### config.mk
export PLATFORM = sky130hd
export DESIGN_NAME = cott_ctrl
export DESIGN_NICKNAME = d
export VERILOG_FILES = /design/src/rtl/cott_pkg.sv /design/src/rtl/cott_ctrl.sv
export SDC_FILE = /design/constraint.sdc
export NUM_CORES = 1
export LEC_CHECK = 0
export ABC_CLOCK_PERIOD_IN_PS = 1000
export BUFFER_PORTS_ARGS = -buffer_cell sky130_fd_sc_hd__buf_2
export CAP_MARGIN = 20
export CORE_AREA = 2 2 39 41
export DETAILED_ROUTE_END_ITERATION = 10
export DIE_AREA = 0 0 41 43
export PLACE_DENSITY_LB_ADDON = 0.12
export SYNTH_ARGS = -nofsm -noshare
export SYNTH_HDL_FRONTEND = slang
export SYNTH_SLANG_ARGS = --single-unit
### constraint.sdc
create_clock -name i_clk -period 1 [get_ports i_clk]
set_input_delay 0.15 -clock i_clk [delete_from_list [all_inputs] [get_ports i_clk]]
set_output_delay 0.15 -clock i_clk [all_outputs]
set_load 0.005 [all_outputs]
### src/rtl/cott_pkg.sv
// Package with constants, payload types and controller/datapath interface structs.
`default_nettype none
package cott_pkg;
    localparam int MaxChunks  = 256;
    localparam int PosBits    = 48;
    localparam int KeyPrefix  = 16;
    localparam int IdxBits    = $clog2(MaxChunks);
    localparam int CntBits    = IdxBits + 1;

    localparam logic [2:0] MODE_APPEND = 3'd0;
    localparam logic [2:0] MODE_UPDATE = 3'd1;
    localparam logic [2:0] MODE_HAS    = 3'd2;
    localparam logic [2:0] MODE_KEYPOS = 3'd3;
    localparam logic [2:0] MODE_TOFILE = 3'd4;
    localparam logic [2:0] MODE_TOLOG  = 3'd5;
    localparam logic [2:0] MODE_SIZE   = 3'd6;

    localparam logic [2:0] ST_OK      = 3'd0;
    localparam logic [2:0] ST_GAP     = 3'd1;
    localparam logic [2:0] ST_OVERLAP = 3'd2;
    localparam logic [2:0] ST_NOTFND  = 3'd3;
    localparam logic [2:0] ST_EMPTY   = 3'd4;
    localparam logic [2:0] ST_FULL    = 3'd5;
    localparam logic [2:0] ST_NEG     = 3'd6;

    localparam logic REG_FRAME_WRAPPED = 1'b0;
    localparam logic REG_FIRST_OFFSET  = 1'b1;

    typedef struct packed {
        logic [2:0]         mode;
        logic [15:0]        partition_index;
        logic [PosBits-1:0] claim_offset;
        logic [PosBits-1:0] elem_pos;
        logic [PosBits-1:0] element_length;
        logic [3:0]         length_field_bytes;
        logic [63:0]        key_high;
        logic [63:0]        key_low;
        logic [PosBits-1:0] query_offset;
        logic [PosBits-1:0] query_size;
        logic               is_final;
    } t_in;

    typedef struct packed {
        logic [2:0]         status;
        logic               found;
        logic [PosBits-1:0] result_position;
        logic [63:0]        key_high_out;
        logic [63:0]        key_low_out;
        logic [16:0]        indexed_partitions;
    } t_out;

    // Commands from controller to datapath.
    typedef struct packed {
        logic               load;      // capture the input transaction
        logic               rd_last;   // read the last entry
        logic               rd_cur;    // read the entry at the cursor
        logic               step;      // apply seek decision on the read entry
        logic               finish;    // compute and register the result
    } t_cmd;

    // Status from datapath to controller.
    typedef struct packed {
        logic seek_done;
    } t_sts;
endpackage
`default_nettype wire

### src/rtl/cott_ctrl.sv
// Controller state machine sequencing reads, cursor walks and result delivery.
`default_nettype none
module cott_ctrl (
    input  wire logic          i_clk,
    input  wire logic          i_rst_n,
    input  wire logic          i_valid,
    output logic               o_stall,
    input  wire logic          i_out_stall,
    output logic               o_valid,
    input  wire logic          i_seek,
    input  wire cott_pkg::t_sts i_sts,
    output cott_pkg::t_cmd     o_cmd
);
    import cott_pkg::*;

    localparam logic [2:0] S_IDLE = 3'd0;
    localparam logic [2:0] S_READ = 3'd1;
    localparam logic [2:0] S_WAIT = 3'd2;
    localparam logic [2:0] S_SEEK = 3'd3;
    localparam logic [2:0] S_FIN  = 3'd4;
    localparam logic [2:0] S_OUT  = 3'd5;

    logic [2:0] r_state, n_state;

    // Next state and command decode.
    always_comb begin
        n_state = r_state;
        o_cmd   = '0;
        case (r_state)
            S_IDLE: begin
                if (i_valid) begin
                    o_cmd.load = 1'b1;
                    n_state    = S_READ;
                end
            end
            S_READ: begin
                o_cmd.rd_last = !i_seek;
                o_cmd.rd_cur  = i_seek;
                n_state       = S_WAIT;
            end
            S_WAIT: begin
                n_state = i_seek ? S_SEEK : S_FIN;
            end
            S_SEEK: begin
                o_cmd.step = 1'b1;
                n_state    = i_sts.seek_done ? S_FIN : S_WAIT;
                o_cmd.rd_cur = !i_sts.seek_done;
            end
            S_FIN: begin
                o_cmd.finish = 1'b1;
                n_state      = S_OUT;
            end
            S_OUT: begin
                if (!i_out_stall) n_state = S_IDLE;
            end
            default: n_state = S_IDLE;
        endcase
    end

    always_ff @(posedge i_clk) begin
        if (!i_rst_n) begin
            r_state <= S_IDLE;
        end else begin
            r_state <= n_state;
        end
    end

    assign o_stall = (r_state != S_IDLE);
    assign o_valid = (r_state == S_OUT);
endmodule
`default_nettype wire

==> results of run 1 <==
## logic make-up (layout without fill, tap and decap cells)
group           after synthesis  after routing  synth area share (%)
compound gates                8              8                 23.63
buf+inv                       6             23                 13.73
flops                         3              3                 26.37
mux                           1              1                 4.396
simple gates                 13             13                 31.87
## power by group through the flow
stage	registers, mW	logic [mW]	clock network, mW
6_report	0.148	0.193	0.214
5_1_grt	0.152	0.220	0.236
4_1_cts	0.148	0.195	0.225
3_5_place_dp	0.148	0.177	0
3_3_place_gp	0.148	0.177	0
2_1_floorplan	0.142	0.124	0
## cell usage after synthesis (all sizes together)
cell type  n  share of area [%]
or3        1                4.9
nor2       2                3.3
a21boi     1                3.3
dfxtp      3                 26
and3       2                5.5
mux2i      1                4.4
o2111ai    1                3.8
nand2      2                3.3
a21o       1                3.3
o21ai      2                6.0
inv        4                6.6
nor2b      1                2.7
a21oi      2                4.4
nor3       3                6.6
nand2b     2                5.5
buf        2                7.1
a31oi      1                2.7
## layout make-up
cell class              instances  area [um2]
multi-input cells              22       143.9
inverters                       4       15.01
flip-flops and latches          3       62.56
repair buffers                 15       82.58
clock buffers                   4       26.28
well taps                      16       20.02
fillers                       161        1033
## routing by layer
layer	GRT usage, %	share of wire [%]	wire (um)	vias to the layer above
li1	-	-	-	140
met1	11.22	45	266	112
met5	0	0	0	-
met3	7.853	6.8	40	0
met4	4.000	0	0	0
met2	12.81	48	279	4
## how the worst max path moves through the flow
| stage | endpoint | slack, ns | cells past startpoint |
|---|---|---|---|
| final | o_cmd[4] | -0.27 | 3 |
| after global routing | o_cmd[3] | -0.34 | 4 |
| after CTS | o_cmd[4] | -0.28 | 3 |
| after detailed placement | o_cmd[4] | -0.05 | 3 |
| after global placement | o_cmd[4] | -0.04 | 3 |
| after floorplan | r_state[0] | -0.01 | 4 |
## stage by stage
stage	setup slack (ns)	utilization [%]	hold slack, ns
detailed placement	-0.04771	22.33	0.4036
floorplan	-0.01418	-	0.2608
finish	-0.2678	25.32	0.1563
global route	-0.3406	25.32	0.1687
global placement	-0.03536	22.33	0.4060
CTS	-0.2784	25.32	0.1511
## cells in the final DEF, fill, tap and decap left out
master	Yosys	layout
or3_4	1	1
nand2_1	2	2
a21o_1	1	1
buf_4	0	3
mux2i_1	1	1
nor2b_1	1	1
a31oi_1	1	1
and3_1	2	2
clkbuf_4	0	3
nor2_2	0	1
dfxtp_2	0	2
nor3_1	3	2
nor2_1	2	1
o21ai_2	1	1
nand2b_1	2	2
inv_1	4	4
clkbuf_1	0	1
o21ai_0	1	1
o2111ai_1	1	1
dfxtp_1	3	1
a21oi_1	2	2
buf_2	1	12
nor3_2	0	1
a21boi_0	1	1
## what timing repair did
item                                    in CTS  in global routing
resized for setup                            3                  0
cloned                                       0                  0
endpoints found under the setup margin       8                 10
endpoints found under the hold margin        0                  0
pin swaps                                    1                  0
setup buffers                                1                  0
## worst reg2reg max path, cell delays in order, from the launching register on
cell and delay, ns:
dfxtp_1 0.30, or3_4 0.39, buf_4 0.14, o21ai_2 0.10, a21oi_1 0.04
==> flow_summary.json, run 1 <==
{
  "max_cap_viol_count": 0,
  "whs_endpoint": "r_state[0]",
  "core_area_mm2": 0.001384,
  "irDropWorstVdd_v": 0.0007849,
  "worstReg2RegStart": "r_state[1]",
  "internal-power_mw": 0.3890,
  "grt_antenna_before_repair": 0,
  "largest_reg_flops": 3,
  "htreeDepth": 1,
  "dp.cells": 59,
  "cts_tree": "done",
  "io_buffers": 12,
  "grt_pass1_wl_um": 1104,
  "finClkSkew_ns": 0.004012,
  "rsz0062_at_grt": "true",
  "dieArea_mm2": 0.001763,
  "hold_depth": 3,
  "num_rows": 14,
  "grt_max_degree": 11,
  "r2r_setup_slack_ns": -0.10,
  "vias": 256,
  "violations": "setup timing",
  "slowest_stage": "or3_4",
  "routabilityCongestion": 0.6943,
  "yosysWarnings": 0,
  "wl_um": 586,
  "largestRegisters": "r_state: 3 flops",
  "p_switching_mw": 0.1667,
  "setup_viol": 8,
  "clk_latency_ns": 0.23,
  "r2r-end": "r_state[0]",
  "place_area_um2": 309.0,
  "synth_nets": 37,
  "fin_area_um2": 350.3,
  "required_ns": 0.85,
  "drv_slew": 0,
  "critPathBufInv": 1,
  "path_class": "reg -> out",
  "dp_hpwl_um": 459.9,
  "layout-drive-gt1-share_pct": 50.00,
  "worst_slack_ns": -0.2678,
  "io_pins": 13,
  "p_total_mw": 0.5557,
  "min_path_type": "in -> reg",
  "max-slew-margin-rel_pct": 90.86,
  "reg2regPathDepth": 4,
  "syn_area_um2": 227.7,
  "hold_viol_final": 0,
  "max_stage_delay_ns": 0.39,
  "setup.worst_path.start_class": "flip-flop",
  "fmax_mhz": 788.8,
  "drtPass1Iterations": 2,
  "worst_pin_slew_ns": 0.1332,
  "initial_core_util_pct": 16.46,
  "end_kind": "output pin",
  "finalNonFillerCells": 64,
  "synthCells": 31,
  "leakage_nw": 0.1817,
  "synth.distinct_cells": 19,
  "finalCritPeriodShare_pct": 126.8,
  "drt_first_iter_violations": 1,
  "nNetsFinal": 55,
  "routed_via_density": 4.000,
  "power_density_mw_per_mm2": 1586,
  "avgSynthCellArea_um2": 7.346,
  "cts.path.max_buffers": 2,
  "ys_seq_area_share_pct": 26.37,
  "arrival_ns": 1.12,
  "die_h_um": 43,
  "fin_setup_tns_ns": -1.450,
  "clockPowerShare_pct": 38.6,
  "status": "complete, but fails checks",
  "ctsHoldBuffers": 0,
  "numClockSinks": 3,
  "grt.overflow.total": 0,
  "startpoint": "r_state[1]",
  "regMostFlops": "r_state",
  "ys_ff_latch": 3,
  "p_seq_share_pct": 26.7,
  "cts_buffers": 3,
  "critPathTopFamily": "simple AND/OR/NAND/NOR gates",
  "grt_usage_pct": 9.729,
  "die_x_um": 41,
  "hold_start": "i_out_stall",
  "grt_pass1_vias": 278,
  "wl_per_cell_um": 9.156,
  "combPwrFrac_pct": 34.8,
  "p_sw_share_pct": 30.00,
  "drtAntennaViolNets": 0,
  "path_max_fanout": 3,
  "clk_pin_slew_worst_paths_ns": 0.04,
  "n_antenna_cell": 0,
  "route.detailed.drc": 0,
  "path_cells": "or3_4, nor2_2, buf_2",
  "post-route-min-period_ns": 1.268,
  "syn_to_final_growth_pct": 53.85,
  "root_buffer": "clkbuf_4"
}
Power figures use the tool's default switching activity.
==> inputs of run 2 (changes only) <==
Settings changed: ABC_AREA from default to 1.
==> run 2 against run 1 <==
Against the previous run:
- the run still ends with setup timing left
- non-clock buffer count increased by 9
- design area increased by 38%
- first-iteration DRC count unchanged
- critical path depth increased by 3
- synthesized cell count increased by 35%
- register-to-register slack got worse by 0.03 ns
- via count increased by 33%
- combinational power increased by 130%
- critical path type unchanged
- critical endpoint unchanged
- largest power group is now combinational cells
==> flow_summary.json, run 2 <==
{
  "numClockSinks": 3,
  "routabilityCongestion": 0.6530,
  "path_max_fanout": 6,
  "hold_depth": 3,
  "irDropWorstVdd_v": 0.0007017,
  "max-slew-margin-rel_pct": 90.66,
  "wl_per_cell_um": 8.314,
  "ys_top_cells_by_count": "9 x inv_1, 8 x nor2_1, 5 x nand2_1, 5 x nand3_1, 4 x nand2_2",
  "num_rows": 14,
  "max_cap_viol_count": 0,
  "r2r_setup_slack_ns": -0.13,
  "root_buffer": "clkbuf_4",
  "grt_pass1_wl_um": 1055,
  "wl_um": 715,
  "layout-drive-gt1-share_pct": 61.43,
  "ctsHoldBuffers": 0,
  "routed_via_density": 3.953,
  "nNetsFinal": 77,
  "p_sw_share_pct": 35.18,
  "required_ns": 0.85,
  "fmax_mhz": 850.1,
  "initial_core_util_pct": 17.36,
  "min_path_type": "in -> reg",
  "yosysTopAreaCellShare_pct": 25.00,
  "synthTopCellsByArea": "dfxtp_1 25%, inv_1 14%, nor2_1 13%",
  "grt_max_degree": 7,
  "core_area_mm2": 0.001384,
  "syn_to_final_growth_pct": 101.0,
  "dp_hpwl_um": 478.4,
  "die_h_um": 43,
  "finClkSkew_ns": 0.0002350,
  "vias": 340,
  "clockPowerShare_pct": 25.1,
  "p_seq_share_pct": 22.2,
  "hold_viol_final": 0,
  "dieArea_mm2": 0.001763,
  "synthCells": 42,
  "largestRegisters": "r_state: 3 flops",
  "fillers": 159,
  "setup.worst_path.start_class": "flip-flop",
  "clk_pin_slew_worst_paths_ns": 0.03,
  "ys_seq_area_share_pct": 25.00,
  "arrival_ns": 1.03,
  "synth_edf_count": 0,
  "power_density_mw_per_mm2": 1729,
  "htreeDepth": 1,
  "n_antenna_cell": 0,
  "synth_top_cell_by_area": "dfxtp_1",
  "finalCritPeriodShare_pct": 117.6,
  "path_class": "reg -> out",
  "place_area_um2": 342.8,
  "post-route-min-period_ns": 1.176,
  "wl_met1_um": 270,
  "internal-power_mw": 0.5413,
  "end_kind": "output pin",
  "synth_nets": 48,
  "regArea_um2": 68.82,
  "largest_reg_flops": 3,
  "reg2regPathDepth": 8,
  "leakage_nw": 0.2923,
  "route.detailed.drc": 0,
  "avgSynthCellArea_um2": 5.720,
  "drtAntennaViolNets": 0,
  "worst_pin_slew_ns": 0.1390,
  "drt_first_iter_violations": 1,
  "io_buffers": 12,
  "ys.flop_type": "dfxtp_1",
  "syn_area_um2": 240.2,
  "dr_wl_met3_um": 38,
  "grt.overflow.total": 0,
  "yosysMostFrequentCell": "inv_1",
  "fin_area_um2": 483.0,
  "violations": "setup timing",
  "fin_util_pct": 34.90,
  "rsz0062_at_grt": "true",
  "r2r-end": "r_state[2]",
  "worst_slack_ns": -0.1763,
  "yosysWarnings": 0,
  "regMostFlops": "r_state",
  "layout_commonest_cell": "buf_2",
  "p_total_mw": 0.8351,
  "combPwrFrac_pct": 52.8,
  "whs_endpoint": "r_state[1]",
  "synth.distinct_cells": 12,
  "final_cell_mix": "12 x buf_2, 10 x buf_4, 7 x inv_1, 7 x nor2_1, 5 x nand2_1",
  "multi_input_area_um2": 166.4,
  "die_x_um": 41,
  "cts.path.max_buffers": 2,
  "drv_slew": 0,
  "io_pins": 13,
  "clk_latency_ns": 0.23,
  "highest_layer": "met4",
  "ys_async_sr_fraction_pct": 0,
  "cts_buffers": 3,
  "p_switching_mw": 0.2938,
  "drtPass1Iterations": 2,
  "grt_usage_pct": 9.328,
  "cts_tree": "done",
  "status": "complete, but fails checks",
  "pre_cts_slack_ns": -0.02752,
  "grt_pass1_vias": 277,
  "grt_antenna_before_repair": 0,
  "hold_start": "i_rst_n",
  "worstReg2RegStart": "r_state[1]",
  "setup_viol": 8,
  "route.met2.wl_um": 398,
  "ys_ff_latch": 3
}
-- run 2: changes by cell type after synthesis, sizes merged, moves of 5 or more --
cell | previous run | this run
nor2 | 2 | 10
nand2 | 2 | 9
inv | 4 | 11
nand3 | 0 | 5
-- run 2: how the worst max path moves through the flow --
| stage | to | slack, ns | start | cells past startpoint |
|---|---|---|---|---|
| 2_1_floorplan | o_cmd[4] | 0.09 | r_state[0] | 5 |
| 3_3_place_gp | o_cmd[4] | -0.03 | r_state[0] | 6 |
| 3_5_place_dp | o_cmd[4] | -0.03 | r_state[0] | 6 |
| 4_1_cts | o_cmd[4] | -0.19 | r_state[0] | 6 |
| 5_1_grt | o_cmd[0] | -0.29 | r_state[1] | 5 |
| 6_report | o_cmd[4] | -0.18 | r_state[0] | 6 |
-- run 2: per-layer routing --
| layer | vias up | GRT usage (%) |
|---|---|---|
| met5 | - | 0 |
| met4 | 0 | 6.000 |
| met3 | 2 | 4.712 |
| met2 | 7 | 13.75 |
| met1 | 150 | 9.936 |
| li1 | 181 | - |
-- run 2: logic make-up (layout without fill, tap and decap cells) --
kind of cell,count (synthesis),after routing,synth area share (%)
buffers and inverters,11,39,17.19
and+or+nand+nor,27,27,55.73
DFF,3,3,25.00
AOI/OAI and AO/OA,1,1,2.081
-- run 2: repair_timing --
action                                  in CTS  in global routing
buffers inserted                             8                  1
hold endpoints to repair                     0                  0
cloned                                       0                  0
pin swaps                                    2                  0
endpoints found under the setup margin       8                  9
gates resized for setup                     11                  5
-- run 2: critical path, stage by stage (launching register included) --
cell	delay, ns
dfxtp_4	0.36
inv_2	0.08
nand2_4	0.06
nor2_4	0.09
inv_2	0.04
nor2_1	0.07
buf_2	0.11
-- run 2: cell type report --
cell class / count / area share (%)
sequential: 3 / 14.25
tap: 16 / 4.145
inverter: 11 / 9.067
clock buffer: 4 / 5.440
timing repair buffer: 24 / 32.64
multi-input combinational: 28 / 34.46
-- run 2: power groups by stage --
stage          clock network [mW]  registers (mW)  logic, mW
2_1_floorplan                   0           0.172      0.164
3_3_place_gp                    0           0.176      0.280
3_5_place_dp                    0           0.174      0.275
4_1_cts                     0.223           0.183      0.403
5_1_grt                     0.239           0.187      0.491
6_report                    0.209           0.185      0.441
-- run 2: stage by stage --
step	std cells	setup TNS, ns	hold WS, ns
after floorplan	42	0	0.2476
after detailed placement	73	-0.04268	0.3826
final	86	-1.181	0.1374
after CTS	85	-1.247	0.1377
after global placement	73	-0.04430	0.3843
after global routing	86	-1.983	0.1490
==> inputs of run 3 (changes only) <==
Settings changed: SKIP_CTS_REPAIR_TIMING from default to 1.
==> run 3 against run 2 <==
Against the previous run:
- sequential cell count stayed put
- clock-buffer cell count unchanged
- routed wire length fell by 19%
- global-route usage down 1.2 points
- the run still ends with setup timing left
- largest power group unchanged
- sequential power hardly changed
- highest routed layer unchanged
- register-to-register slack improved by 0.14 ns
- sequential share of layout area is 2.5 points higher
==> flow_summary.json, run 3 (synthesis results as in run 2) <==
{
  "status": "complete, but fails checks",
  "violations": "setup timing",
  "grt_pass1_wl_um": 910,
  "clk_latency_ns": 0.23,
  "largest_reg_flops": 3,
  "leakage_nw": 0.2456,
  "required_ns": 0.85,
  "path_class": "reg -> out",
  "n_antenna_cell": 0,
  "grt_antenna_before_repair": 0,
  "hold_viol_final": 0,
  "vias": 301,
  "grt.overflow.total": 0,
  "hold_start": "i_rst_n",
  "wl_um": 576,
  "fin_util_pct": 29.66,
  "startpoint": "r_state[0]",
  "route.detailed.drc": 0,
  "routabilityCongestion": 0.6530,
  "root_buffer": "clkbuf_4",
  "max-slew-margin-rel_pct": 90.83,
  "die_h_um": 43,
  "dieArea_mm2": 0.001763,
  "min_path_type": "in -> reg",
  "drt_first_iter_violations": 1,
  "finClkSkew_ns": 0.0002379,
  "post-route-min-period_ns": 1.216,
  "largestRegisters": "r_state: 3 flops",
  "clk_pin_slew_worst_paths_ns": 0.03,
  "power_density_mw_per_mm2": 1790,
  "routed_via_density": 3.810,
  "core_area_mm2": 0.001384,
  "cts_buffers": 3,
  "max_cap_viol_count": 0,
  "worst_slack_ns": -0.2156,
  "worst_pin_slew_ns": 0.1366,
  "nNetsFinal": 70,
  "htreeDepth": 1,
  "drtPass1Iterations": 2,
  "wl_per_cell_um": 7.291,
  "grt_max_degree": 8,
  "rsz0062_at_grt": "true",
  "layout-drive-gt1-share_pct": 53.97,
  "worstReg2RegStart": "r_state[1]",
  "setup.worst_path.start_class": "flip-flop",
  "drv_slew": 0,
  "io_pins": 13,
  "final_cell_mix": "12 x buf_2, 7 x nor2_1, 7 x inv_1",
  "initial_core_util_pct": 17.36,
  "irDropWorstVdd_v": 0.0007415,
  "cts.path.max_buffers": 2,
  "fillers": 164,
  "pre_cts_slack_ns": -0.02752,
  "drtAntennaViolNets": 0,
  "regMostFlops": "r_state",
  "dp_hpwl_um": 478.4,
  "layout_commonest_cell": "buf_2",
  "grt_usage_pct": 8.124,
  "whs_ns": 0.1374,
  "num_rows": 14,
  "arrival_ns": 1.07,
  "numClockSinks": 3,
  "end_kind": "output pin",
  "syn_to_final_growth_pct": 70.83,
  "fmax_mhz": 822.6,
  "finalCritPeriodShare_pct": 121.6,
  "path_max_fanout": 7,
  "cts_tree": "done",
  "grt_pass1_vias": 241,
  "die_x_um": 41,
  "io_buffers": 12,
  "setup_viol": 7
}
run 3: changes by cell type in the layout (fill, tap and decap cells not counted):
cell     before  now
buf_4        10    5
inv_4         1    2
nand3_1       3    5
nand3_2       2    0
buf_6         2    0
inv_2         3    2
nand2_2       2    3
nand2_4       2    1
run 3: worst max-delay path: stages, from the launching register on:
cell,delay (ns)
dfxtp_4,0.36
inv_4,0.06
nand2_4,0.05
nor2_4,0.12
inv_2,0.05
nor2_2,0.08
buf_2,0.11
run 3: path summary, 6_finish.rpt:
check	to	slack (ns)	depth (start not counted)
worst max register to register	r_state[0]	0.01	8
worst min register to register	r_state[1]	0.66	4
worst min-delay path	r_state[1]	0.14	3
worst max-delay path	o_cmd[4]	-0.22	6
run 3: cell type report:
type	instances	area (um2)	share of cell area, %
flip-flops and latches	3	68.82	16.77
repair buffers	17	97.59	23.78
inverters	11	46.29	11.28
multi-input cells	28	151.4	36.89
clock buffers	4	26.28	6.402
well taps	16	20.02	4.878
run 3: where the power goes:
| group | internal, mW | total, mW | switching, mW |
|---|---|---|---|
| Combinational | 0.172 | 0.337 | 0.165 |
| Sequential | 0.150 | 0.188 | 0.0379 |
| Clock | 0.149 | 0.209 | 0.0600 |
run 3: metal layers:
| layer | track usage [%] | routed length, um |
|---|---|---|
| met5 | 0 | 0 |
| met4 | 6.000 | 6 |
| met3 | 4.712 | 38 |
| met2 | 10.63 | 290 |
| met1 | 9.295 | 240 |
run 3: through the flow:
step	instance area, um2	power, mW	setup TNS [ns]	std cells
global route	410.4	0.8103	-1.722	79
floorplan	240.2	0.3362	0	42
CTS	369.1	0.6732	-1.549	77
finish	410.4	0.7345	-1.105	79
global placement	342.8	0.4554	-0.04430	73
detailed placement	342.8	0.4495	-0.04268	73
